File: config.mk
export PLATFORM = sky130hd
export DESIGN_NAME = utf8_stream_decoder
export DESIGN_NICKNAME = d
export VERILOG_FILES = /design/src/hw/rtl/u8sd_pkg.sv /design/src/hw/rtl/u8sd_decode.sv /design/src/hw/rtl/u8sd_emit.sv /design/src/hw/rtl/utf8_stream_decoder.sv
export SDC_FILE = /design/constraint.sdc
export NUM_CORES = 1
export LEC_CHECK = 0
export BUFFER_PORTS_ARGS = -buffer_cell sky130_fd_sc_hd__buf_2
export CAP_MARGIN = 20
export CORE_ASPECT_RATIO = 1.2
export CORE_MARGIN = 1
export CORE_UTILIZATION = 30
export DETAILED_ROUTE_END_ITERATION = 10
export GPL_TIMING_DRIVEN = 0
export PLACE_DENSITY = 0.57
export SLEW_MARGIN = 25
export SYNTH_ARGS = -nofsm -noshare
export SYNTH_HDL_FRONTEND = slang
export SYNTH_HIERARCHICAL = 1
export SYNTH_SLANG_ARGS = --single-unit
File: constraint.sdc
create_clock -name i_clk -period 3.25 [get_ports i_clk]
set_input_delay 0.1625 -clock i_clk [delete_from_list [all_inputs] [get_ports i_clk]]
set_output_delay 0.1625 -clock i_clk [all_outputs]
set_load 0.05 [all_outputs]
File: src/hw/rtl/u8sd_pkg.sv
// Shared types, constants and byte classification for the UTF-8 stream decoder.
package u8sd_pkg;

    localparam int unsigned CpW    = 21;
    localparam int unsigned LenW   = 3;
    localparam int unsigned CountW = 3;
    localparam int unsigned MaxRes = 4;

    typedef enum logic [2:0] {
        K_CONT,
        K_ASCII,
        K_LEAD2,
        K_LEAD3,
        K_LEAD4,
        K_BAD
    } t_kind;

    typedef struct packed {
        logic [7:0] byte_in;
        logic       last_byte;
    } t_in_beat;

    typedef struct packed {
        logic [CpW-1:0]  codepoint;
        logic [LenW-1:0] seq_length;
        logic            invalid;
        logic            run_last;
        logic            string_last;
    } t_out_beat;

    // Held sequence: lead byte, continuation payloads and how much is held.
    typedef struct packed {
        logic [7:0] lead;
        logic [5:0] cont0;
        logic [5:0] cont1;
        logic [1:0] pcount;
    } t_dec_state;

    // Results caused by one byte: cnt results, all but the last one invalid.
    typedef struct packed {
        logic [CountW-1:0] cnt;
        logic [CpW-1:0]    cp;
        logic [LenW-1:0]   len;
        logic              inv;
        logic              str_last;
    } t_run;

    function automatic t_kind byte_kind(input logic [7:0] b);
        t_kind k;
        priority if (b[7] == 1'b0)       k = K_ASCII;
        else if (b[7:6] == 2'b10)        k = K_CONT;
        else if (b[7:5] == 3'b110)       k = K_LEAD2;
        else if (b[7:4] == 4'b1110)      k = K_LEAD3;
        else if (b[7:3] == 5'b11110)     k = K_LEAD4;
        else                             k = K_BAD;
        return k;
    endfunction

endpackage

File: src/hw/rtl/u8sd_decode.sv
// Combinational decode of one byte against the held sequence.
module u8sd_decode (
    input  u8sd_pkg::t_dec_state i_state,
    input  u8sd_pkg::t_in_beat   i_beat,
    output u8sd_pkg::t_dec_state o_state,
    output u8sd_pkg::t_run       o_run
);

    always_comb begin
        u8sd_pkg::t_kind         kind;
        u8sd_pkg::t_kind         lead_kind;
        logic [1:0]              need;
        logic [1:0]              have;
        logic [5:0]              c;
        logic [7:0]              b;
        logic                    last;
        logic                    f_hold;
        logic [u8sd_pkg::CountW-1:0] f_cnt;
        logic [u8sd_pkg::CpW-1:0]    f_cp;
        logic                    f_inv;

        b         = i_beat.byte_in;
        last      = i_beat.last_byte;
        c         = b[5:0];
        kind      = u8sd_pkg::byte_kind(b);
        lead_kind = u8sd_pkg::byte_kind(i_state.lead);
        have      = i_state.pcount - 2'd1;

        unique case (lead_kind)
            u8sd_pkg::K_LEAD3: need = 2'd2;
            u8sd_pkg::K_LEAD4: need = 2'd3;
            default:           need = 2'd1;
        endcase

        // Handling of the byte as if nothing were held.
        f_hold = 1'b0;
        f_cnt  = u8sd_pkg::CountW'(1);
        f_cp   = '0;
        f_inv  = 1'b1;
        unique case (kind)
            u8sd_pkg::K_ASCII: begin
                f_cp  = u8sd_pkg::CpW'(b);
                f_inv = 1'b0;
            end
            u8sd_pkg::K_LEAD2, u8sd_pkg::K_LEAD3, u8sd_pkg::K_LEAD4: begin
                if (!last) begin
                    f_hold = 1'b1;
                    f_cnt  = '0;
                end
            end
            default: begin
            end
        endcase

        o_state      = i_state;
        o_run.cp     = '0;
        o_run.len    = u8sd_pkg::LenW'(1);
        o_run.inv    = 1'b1;
        o_run.cnt    = '0;
        o_run.str_last = last;

        if (i_state.pcount != 2'd0 && kind == u8sd_pkg::K_CONT) begin
            if ({1'b0, have} + 3'd1 >= {1'b0, need}) begin
                o_run.cnt = u8sd_pkg::CountW'(1);
                o_run.inv = 1'b0;
                o_run.len = u8sd_pkg::LenW'(need) + u8sd_pkg::LenW'(1);
                unique case (need)
                    2'd1: o_run.cp = {10'd0, i_state.lead[4:0], c};
                    2'd2: o_run.cp = {5'd0, i_state.lead[3:0], i_state.cont0, c};
                    default: o_run.cp = {i_state.lead[2:0], i_state.cont0,
                                         i_state.cont1, c};
                endcase
                o_state.pcount = 2'd0;
            end else begin
                if (have[0]) o_state.cont1 = c;
                else         o_state.cont0 = c;
                o_state.pcount = i_state.pcount + 2'd1;
                // The string ends inside the sequence: every held byte and
                // this one come out as invalid.
                if (last) begin
                    o_run.cnt = u8sd_pkg::CountW'(i_state.pcount) +
                                u8sd_pkg::CountW'(1);
                end
            end
        end else begin
            // Flush whatever is held, then take the byte afresh.
            o_run.cnt = u8sd_pkg::CountW'(i_state.pcount) + f_cnt;
            if (f_cnt != '0) begin
                o_run.cp  = f_cp;
                o_run.inv = f_inv;
            end
            o_state.pcount = f_hold ? 2'd1 : 2'd0;
            if (f_hold) o_state.lead = b;
        end

        if (last) o_state.pcount = 2'd0;
    end

endmodule

File: src/hw/rtl/u8sd_emit.sv
// Result register that plays out the results of one byte, one beat a cycle while i_stall is low.
module u8sd_emit (
    input  logic                i_clk,
    input  logic                i_rst_n,
    input  logic                i_load,
    input  u8sd_pkg::t_run      i_run,
    input  logic                i_stall,
    output logic                o_free,
    output logic                o_valid,
    output u8sd_pkg::t_out_beat o_beat
);

    logic [u8sd_pkg::CountW-1:0] r_cnt;
    logic [u8sd_pkg::CountW-1:0] n_cnt;
    u8sd_pkg::t_run              r_run;

    assign o_valid = (r_cnt != '0);
    assign o_free  = (r_cnt == '0) ||
                     (r_cnt == u8sd_pkg::CountW'(1) && !i_stall);

    always_comb begin
        n_cnt = r_cnt;
        if (i_load) begin
            n_cnt = i_run.cnt;
        end else if (r_cnt != '0 && !i_stall) begin
            n_cnt = r_cnt - u8sd_pkg::CountW'(1);
        end
    end

    always_ff @(posedge i_clk) begin
        if (!i_rst_n) begin
            r_cnt <= '0;
        end else begin
            r_cnt <= n_cnt;
        end
        if (i_load) begin
            r_run <= i_run;
        end
    end

    // Only the final beat of a run carries the decoded value and the flags.
    always_comb begin
        if (r_cnt == u8sd_pkg::CountW'(1)) begin
            o_beat.codepoint   = r_run.cp;
            o_beat.seq_length  = r_run.len;
            o_beat.invalid     = r_run.inv;
            o_beat.run_last    = 1'b1;
            o_beat.string_last = r_run.str_last;
        end else begin
            o_beat.codepoint   = '0;
            o_beat.seq_length  = u8sd_pkg::LenW'(1);
            o_beat.invalid     = 1'b1;
            o_beat.run_last    = 1'b0;
            o_beat.string_last = 1'b0;
        end
    end

    a_cnt_range: assert property (@(posedge i_clk) disable iff (!i_rst_n)
        r_cnt <= u8sd_pkg::CountW'(u8sd_pkg::MaxRes))
        else $error("run count out of range");

    a_cnt_step: assert property (@(posedge i_clk) disable iff (!i_rst_n)
        (r_cnt > u8sd_pkg::CountW'(1) && !i_stall) |=>
        r_cnt == $past(r_cnt) - u8sd_pkg::CountW'(1))
        else $error("run did not advance by one beat");

    a_stall_holds: assert property (@(posedge i_clk) disable iff (!i_rst_n)
        (o_valid && i_stall) |=> (o_valid && $stable(o_beat)))
        else $error("stalled result beat changed");

endmodule

File: src/hw/rtl/utf8_stream_decoder.sv
// Top level of the UTF-8 stream decoder: input register, held state, result register.
//
//  channel  direction  valid    stall    payload
//  input    in         i_valid  o_stall  i_beat (byte_in, last_byte)
//  output   out        o_valid  i_stall  o_beat (codepoint, seq_length, invalid,
//                                                 run_last, string_last)
//
// A byte is taken every cycle while o_stall is low; a byte that causes n > 1 results holds
// the input while the result register plays them out.
// An accepted byte goes through the input register and then the result register.
// Reset is synchronous and clears the held sequence and both valid flags.
// A stalled output keeps its beat; the input register still takes one byte.
module utf8_stream_decoder (
    input  logic                i_clk,
    input  logic                i_rst_n,
    input  logic                i_valid,
    output logic                o_stall,
    input  u8sd_pkg::t_in_beat  i_beat,
    output logic                o_valid,
    input  logic                i_stall,
    output u8sd_pkg::t_out_beat o_beat
);

    logic                 r_in_valid;
    u8sd_pkg::t_in_beat   r_in;
    u8sd_pkg::t_dec_state r_state;
    u8sd_pkg::t_dec_state n_state;
    u8sd_pkg::t_run       dec_run;
    logic                 run_free;
    logic                 load;
    logic                 accept;

    assign load    = r_in_valid && run_free;
    assign o_stall = r_in_valid && !run_free;
    assign accept  = i_valid && !o_stall;

    u8sd_decode u_decode (
        .i_state (r_state),
        .i_beat  (r_in),
        .o_state (n_state),
        .o_run   (dec_run)
    );

    u8sd_emit u_emit (
        .i_clk   (i_clk),
        .i_rst_n (i_rst_n),
        .i_load  (load),
        .i_run   (dec_run),
        .i_stall (i_stall),
        .o_free  (run_free),
        .o_valid (o_valid),
        .o_beat  (o_beat)
    );

    always_ff @(posedge i_clk) begin
        if (!i_rst_n) begin
            r_in_valid     <= 1'b0;
            r_state.lead   <= '0;
            r_state.pcount <= '0;
        end else begin
            if (accept) begin
                r_in_valid <= 1'b1;
            end else if (load) begin
                r_in_valid <= 1'b0;
            end
            if (load) begin
                r_state.lead   <= n_state.lead;
                r_state.pcount <= n_state.pcount;
            end
        end
        if (accept) begin
            r_in <= i_beat;
        end
        if (load) begin
            r_state.cont0 <= n_state.cont0;
            r_state.cont1 <= n_state.cont1;
        end
    end

    a_end_clears: assert property (@(posedge i_clk) disable iff (!i_rst_n)
        (load && r_in.last_byte) |=> r_state.pcount == 2'd0)
        else $error("sequence still held after end of string");

    a_invalid_form: assert property (@(posedge i_clk) disable iff (!i_rst_n)
        (o_valid && o_beat.invalid) |->
        (o_beat.codepoint == '0 && o_beat.seq_length == u8sd_pkg::LenW'(1)))
        else $error("invalid beat carries a value");

    a_str_last_ends_run: assert property (@(posedge i_clk) disable iff (!i_rst_n)
        (o_valid && o_beat.string_last) |-> o_beat.run_last)
        else $error("string end flagged before the end of its run");

endmodule

=== Word-level counts from Yosys, hierarchy flattened ===
Cells that the tools add are included.

* $add $sub $neg: 7
* Bitwise logic cells: 3
* Equality and inequality tests: 17
* Mux-type cells: 34
* $lt $le $gt $ge: 1
* Reductions and logical operators: 22

{| class="wikitable"
|+ Operators by type and width
! kind !! number
|-
| 21-bit case mux with 2 select lines || 1
|-
| 3-bit 2-to-1 mux || 13
|-
| 27-bit 2-to-1 mux || 1
|-
| 25-bit 2-to-1 mux || 1
|-
| 24-bit 2-to-1 mux || 1
|-
| 8-bit 2-to-1 mux || 2
|-
| 3-bit equality test (second input constant) || 4
|-
| 1-bit 2-to-1 mux || 11
|-
| 5-bit equality test (second input constant) || 2
|-
| 2-bit by 1-bit adder with 3-bit output (second input constant) || 3
|-
| 3-bit by 2-bit equality test with 1-bit output (second input constant) || 3
|-
| 4-bit equality test (second input constant) || 2
|-
| 4-bit AND reduction || 2
|-
| 2-bit equality test (second input constant) || 3
|-
| 3-bit by 1-bit equality test with 1-bit output (second input constant) || 2
|-
| 1-bit logical AND || 6
|-
| 3-bit logical NOT || 2
|-
| 2-bit 2-to-1 mux || 3
|-
| 2-bit nonzero test || 3
|-
| 3-bit nonzero test || 2
|-
| 2-bit case mux with 2 select lines || 1
|-
| 2-bit by 3-bit adder with 3-bit output || 1
|-
| 3-bit by 2-bit greater-or-equal comparator with 1-bit output || 1
|-
| 1-bit logical NOT || 3
|-
| other kinds (9) || 11
|}

* Output and inout port bits: 29
* Register bits after elaboration: 61

=== Depth between registers and ports, before layout ===
* Depth after elaboration: 13
* Mapped depth: 12
* Mapped depth without buffers: 11

=== By module ===
Netlist, hierarchy kept.

{| class="wikitable"
|+ Modules (own cells, without submodules)
! module !! seq. area each (um^2) !! cells each !! times used !! area each (um^2)
|-
| u8sd_emit || 840.8 || 83 || 1 || 1196.1
|-
| utf8_stream_decoder || 850.8 || 71 || 1 || 1058.5
|-
| u8sd_decode || 0.0 || 116 || 1 || 890.9
|}

=== Least setup slack after synthesis ===
Ideal clock, no wire load.

* Path kind: reg2reg
* From: register r_state[19] in the netlist's numbering
* To: register u_emit/r_run[15] in the netlist's numbering (data pin)
* Data arrival time: 2.480 ns
* Path slack: 0.620 ns
* Cell stages (with the launch flop): 12
* Setup time: 0.150 ns
* Cells stage by stage: dfxtp_1 -> nand3_2 -> nor2_1 -> buf_1 -> inv_1 -> ha_1 -> nor2b_1 -> nor2_1 -> or4b_4 -> a31o_2 -> buf_6 -> nor3_2

{| class="wikitable"
|+ RTL lines
! what !! line !! RTL
|-
| from (decl) || utf8_stream_decoder.sv:26 || <nowiki>u8sd_pkg::t_dec_state r_state;</nowiki>
|-
| to (signal assigned) || u8sd_emit.sv:37 || <nowiki>r_run <= i_run;</nowiki>
|-
| to (decl) || u8sd_emit.sv:15 || <nowiki>u8sd_pkg::t_run r_run;</nowiki>
|}

==> impl_metrics.py <==
metrics = {
    "power_and_ir_drop": {
        "clkPwrFrac_pct": 32.4,
        "swShare_pct": 35.26,
        "ir_drop_mv": 0.2023,
        "design_power_total_mw": 2.778,
        "p_per_area_nw_per_um2": 732.3,
        "power_frac_seq_pct": 37.3,
        "combinationalPowerShare_pct": 30.4,
        "p_int_mw": 1.799,
        "p_switching_mw": 0.9795,
        "p_leak_nw": 1.382,
    },
    "grt": {
        "grt_max_degree": 51,
        "top_usage_layer": "met2",
        "gr-usage-all-layers_pct": 12.08,
        "grt_overflow": 0,
        "use_met3_pct": 3.254,
        "grt_pass1_vias": 1899,
        "antenna_found_initial": 0,
        "grt_first_pass_wirelength_um": 9791,
        "grt_util_met1_pct": 15.40,
        "grt_use_met2_pct": 18.76,
    },
    "clock_tree": {
        "cts_root_buffer": "clkbuf_16",
        "cts_tree": "done",
        "ctsHoldBuffers": 0,
        "ctsLongestPathBuffers": 2,
        "path_clk_slew_ps": 50,
        "ctsResizeCount": 0,
        "clk_latency_ps": 320,
        "cts_buffers": 9,
        "cts.htree.levels": 3,
        "numClockSinks": 61,
        "postCtsSetupRepairBufs": 0,
    },
    "floorplan": {
        "fp.dieH_um": 114.2,
        "num_rows": 40,
        "die-area_um2": 10900,
        "start_util_pct": 31.11,
        "io_pins": 42,
        "die_x_um": 95.48,
        "core_um2": 10110,
    },
    "sta": {
        "maxSlewHeadroom_pct": 32.47,
        "setup_viol": 0,
        "whs_ps": 11.57,
        "layout_setup_ws_ps": 316.2,
        "fin_setup_tns_ps": 0,
        "skew_ps": 5.701,
        "rsz0062_at_grt": "false",
        "maxSlewViolCount": 0,
        "fmax_ghz": 0.3409,
        "final-hold-violation-count": 0,
        "min_period_ps": 2934,
        "finalCritPeriodShare_pct": 90.27,
        "tightest_slew_ps": 1011,
    },
    "layout": {
        "seqCellArea_um2": 1692,
        "stdcell_count": 453,
        "num-nets-final": 344,
        "areaGrowthSynthToFinish_pct": 20.60,
        "multiInputGateArea_um2": 1297,
        "diodes": 0,
        "fillCellCount": 998,
        "drive_above_1_share_pct": 31.19,
    },
    "synth": {
        "synth_edf_count": 47,
        "synth_area_leaders": "edfxtp_1 45%, dfxtp_1 8.9%, mux2_2 6.4%, and2_1 5.2%, ha_1 3.6%",
        "synth.yosys.seq_area_share_pct": 53.78,
        "avgSynthCellArea_um2": 11.65,
        "syn_nets": 292,
        "synthArstFlopShare_pct": 0,
        "synthTopCellsByCount": "47 x edfxtp_1, 26 x and2_1, 18 x mux2_2",
        "yosys_warnings": 6,
        "synth-seq-cells": 61,
        "syn_inst": 270,
        "yosysTopAreaCell": "edfxtp_1",
        "synthFlopType": "edfxtp_1",
        "syn-cell-area_um2": 3146,
        "synth.distinct_cells": 51,
        "netlist.area_leader.share_pct": 44.87,
        "post-synth-top-count-cell": "edfxtp_1",
    },
    "setup_path": {
        "timing.rr.start": "r_state[20]",
        "crit_type": "register to register",
        "cp-end-kind": "register",
        "worstSetupStartpointType": "register",
        "cp.required_ps": 3320,
        "reg2reg_slack_ps": 320,
        "critPathArrivalTime_ps": 3000,
        "reg2reg_depth": 9,
        "crit_path_start": "r_state[20]",
        "path_max_fanout": 10,
        "crit_end": "r_state[12]",
        "rr_endpoint": "r_state[12]",
    },
    "placement": {
        "dp_hpwl_um": 4315,
        "place_ws_ps": 141.1,
        "gp_congestion": 0.7979,
        "port_buffers": 41,
        "dp.cells": 437,
    },
    "flow_run": {
        "cap_violations": 0,
    },
    "route": {
        "wirelength_um": 6056,
        "wl_per_cell_um": 13.37,
        "vias": 2102,
        "postRouteAntennaNets": 0,
        "drtIter0Drc": 127,
        "vias_per_cell": 4.640,
        "drc_errors": 0,
        "firstDrtPassIters": 4,
    },
    "min_path": {
        "hp-start": "i_beat[2]",
        "min_path_cells": 1,
        "min_path_type": "input pin to register",
    },
    "outcome": {
        "outcome": "finished clean",
    },
}
==> critical path, stage by stage (launching register included) <==
cell and delay (ps):
dfxtp_1 360, nand3_2 130, nor2_1 170, clkbuf_2 290, inv_1 110, ha_1 280
nor2b_1 190, nor2_1 90, a221oi_2 650, mux2_2 410
==> through the flow <==
stage | instance area (um2) | util [%]
CTS | 3792 | 37.51
global placement | 3508 | 34.70
global route | 3794 | 37.52
detailed placement | 3508 | 34.70
finish | 3794 | 37.52
floorplan | 3146 | -
==> how the worst min path moves through the flow <==
stage                     endpoint  slack (ps)
after floorplan            r_in[0]         260
after global placement     r_in[5]         340
after detailed placement   r_in[5]         340
after CTS                  r_in[2]           1
after global routing       r_in[5]        0.04
final                      r_in[2]          10
==> layout by cell type, fill, tap and decap left out, types with 2 or more instances in the layout <==
| cell type | count |
|---|---|
| nor3_1 | 5 |
| a21oi_1 | 4 |
| nand2b_1 | 5 |
| ha_1 | 9 |
| edfxtp_1 | 47 |
| dfxtp_1 | 14 |
| nand3_1 | 8 |
| o21ai_0 | 8 |
| clkinv_2 | 2 |
| nor2b_1 | 5 |
| a21boi_0 | 2 |
| a211oi_2 | 2 |
| buf_4 | 3 |
| and3_1 | 2 |
| a22oi_1 | 5 |
| nor2_1 | 14 |
| and2_1 | 26 |
| clkbuf_1 | 3 |
| inv_1 | 16 |
| nand4_1 | 10 |
| mux2i_1 | 4 |
| a21boi_2 | 4 |
| o21ai_1 | 9 |
| mux2_2 | 18 |
| nand2_1 | 17 |
| clkbuf_2 | 2 |
| clkbuf_16 | 9 |
| buf_6 | 2 |
| buf_2 | 46 |
==> kinds of logic (layout without fill, tap and decap cells) <==
logic type	Yosys count	count (layout)	synth area share (%)
AND/OR/NAND/NOR	101	101	18.58
flip-flops	61	61	53.78
AO/OA/AOI/OAI	46	46	11.10
buffers and inverters	30	87	4.972
multiplexers	22	22	7.717
adder cells (fa/ha/maj)	9	9	3.580
XOR/XNOR	1	1	0.2785
==> sequential cells by signal, indices dropped and copies added (netlist names) <==
register / flops
r_in_valid: 1
r_state: 22
u_emit/r_cnt: 3
r_in: 9
u_emit/r_run: 26
==> metal layers <==
layer	vias to the layer above	wire length, um
met1	957	2837
met3	10	234
met4	0	121
met5	-	0
met2	50	2862
li1	1085	-
==> power groups by stage <==
stage / combinational [mW] / clock [mW] / sequential, mW
2_1_floorplan: 0.679 / 0 / 1.03
3_3_place_gp: 0.845 / 0 / 1.05
3_5_place_dp: 0.855 / 0 / 1.05
4_1_cts: 0.857 / 0.920 / 1.04
5_1_grt: 0.921 / 0.957 / 1.05
6_report: 0.843 / 0.899 / 1.04
==> cell type report <==
type | instances | share of cell area (%)
Timing Repair Buffer | 41 | 5.409
Buffer | 14 | 2.573
Inverter | 16 | 1.583
Multi-Input combinational cell | 179 | 34.20
Clock inverter | 5 | 1.352
Tap cell | 126 | 4.156
Clock buffer | 11 | 6.135
Sequential cell | 61 | 44.59
No activity file was read; power rests on OpenSTA's default activity.
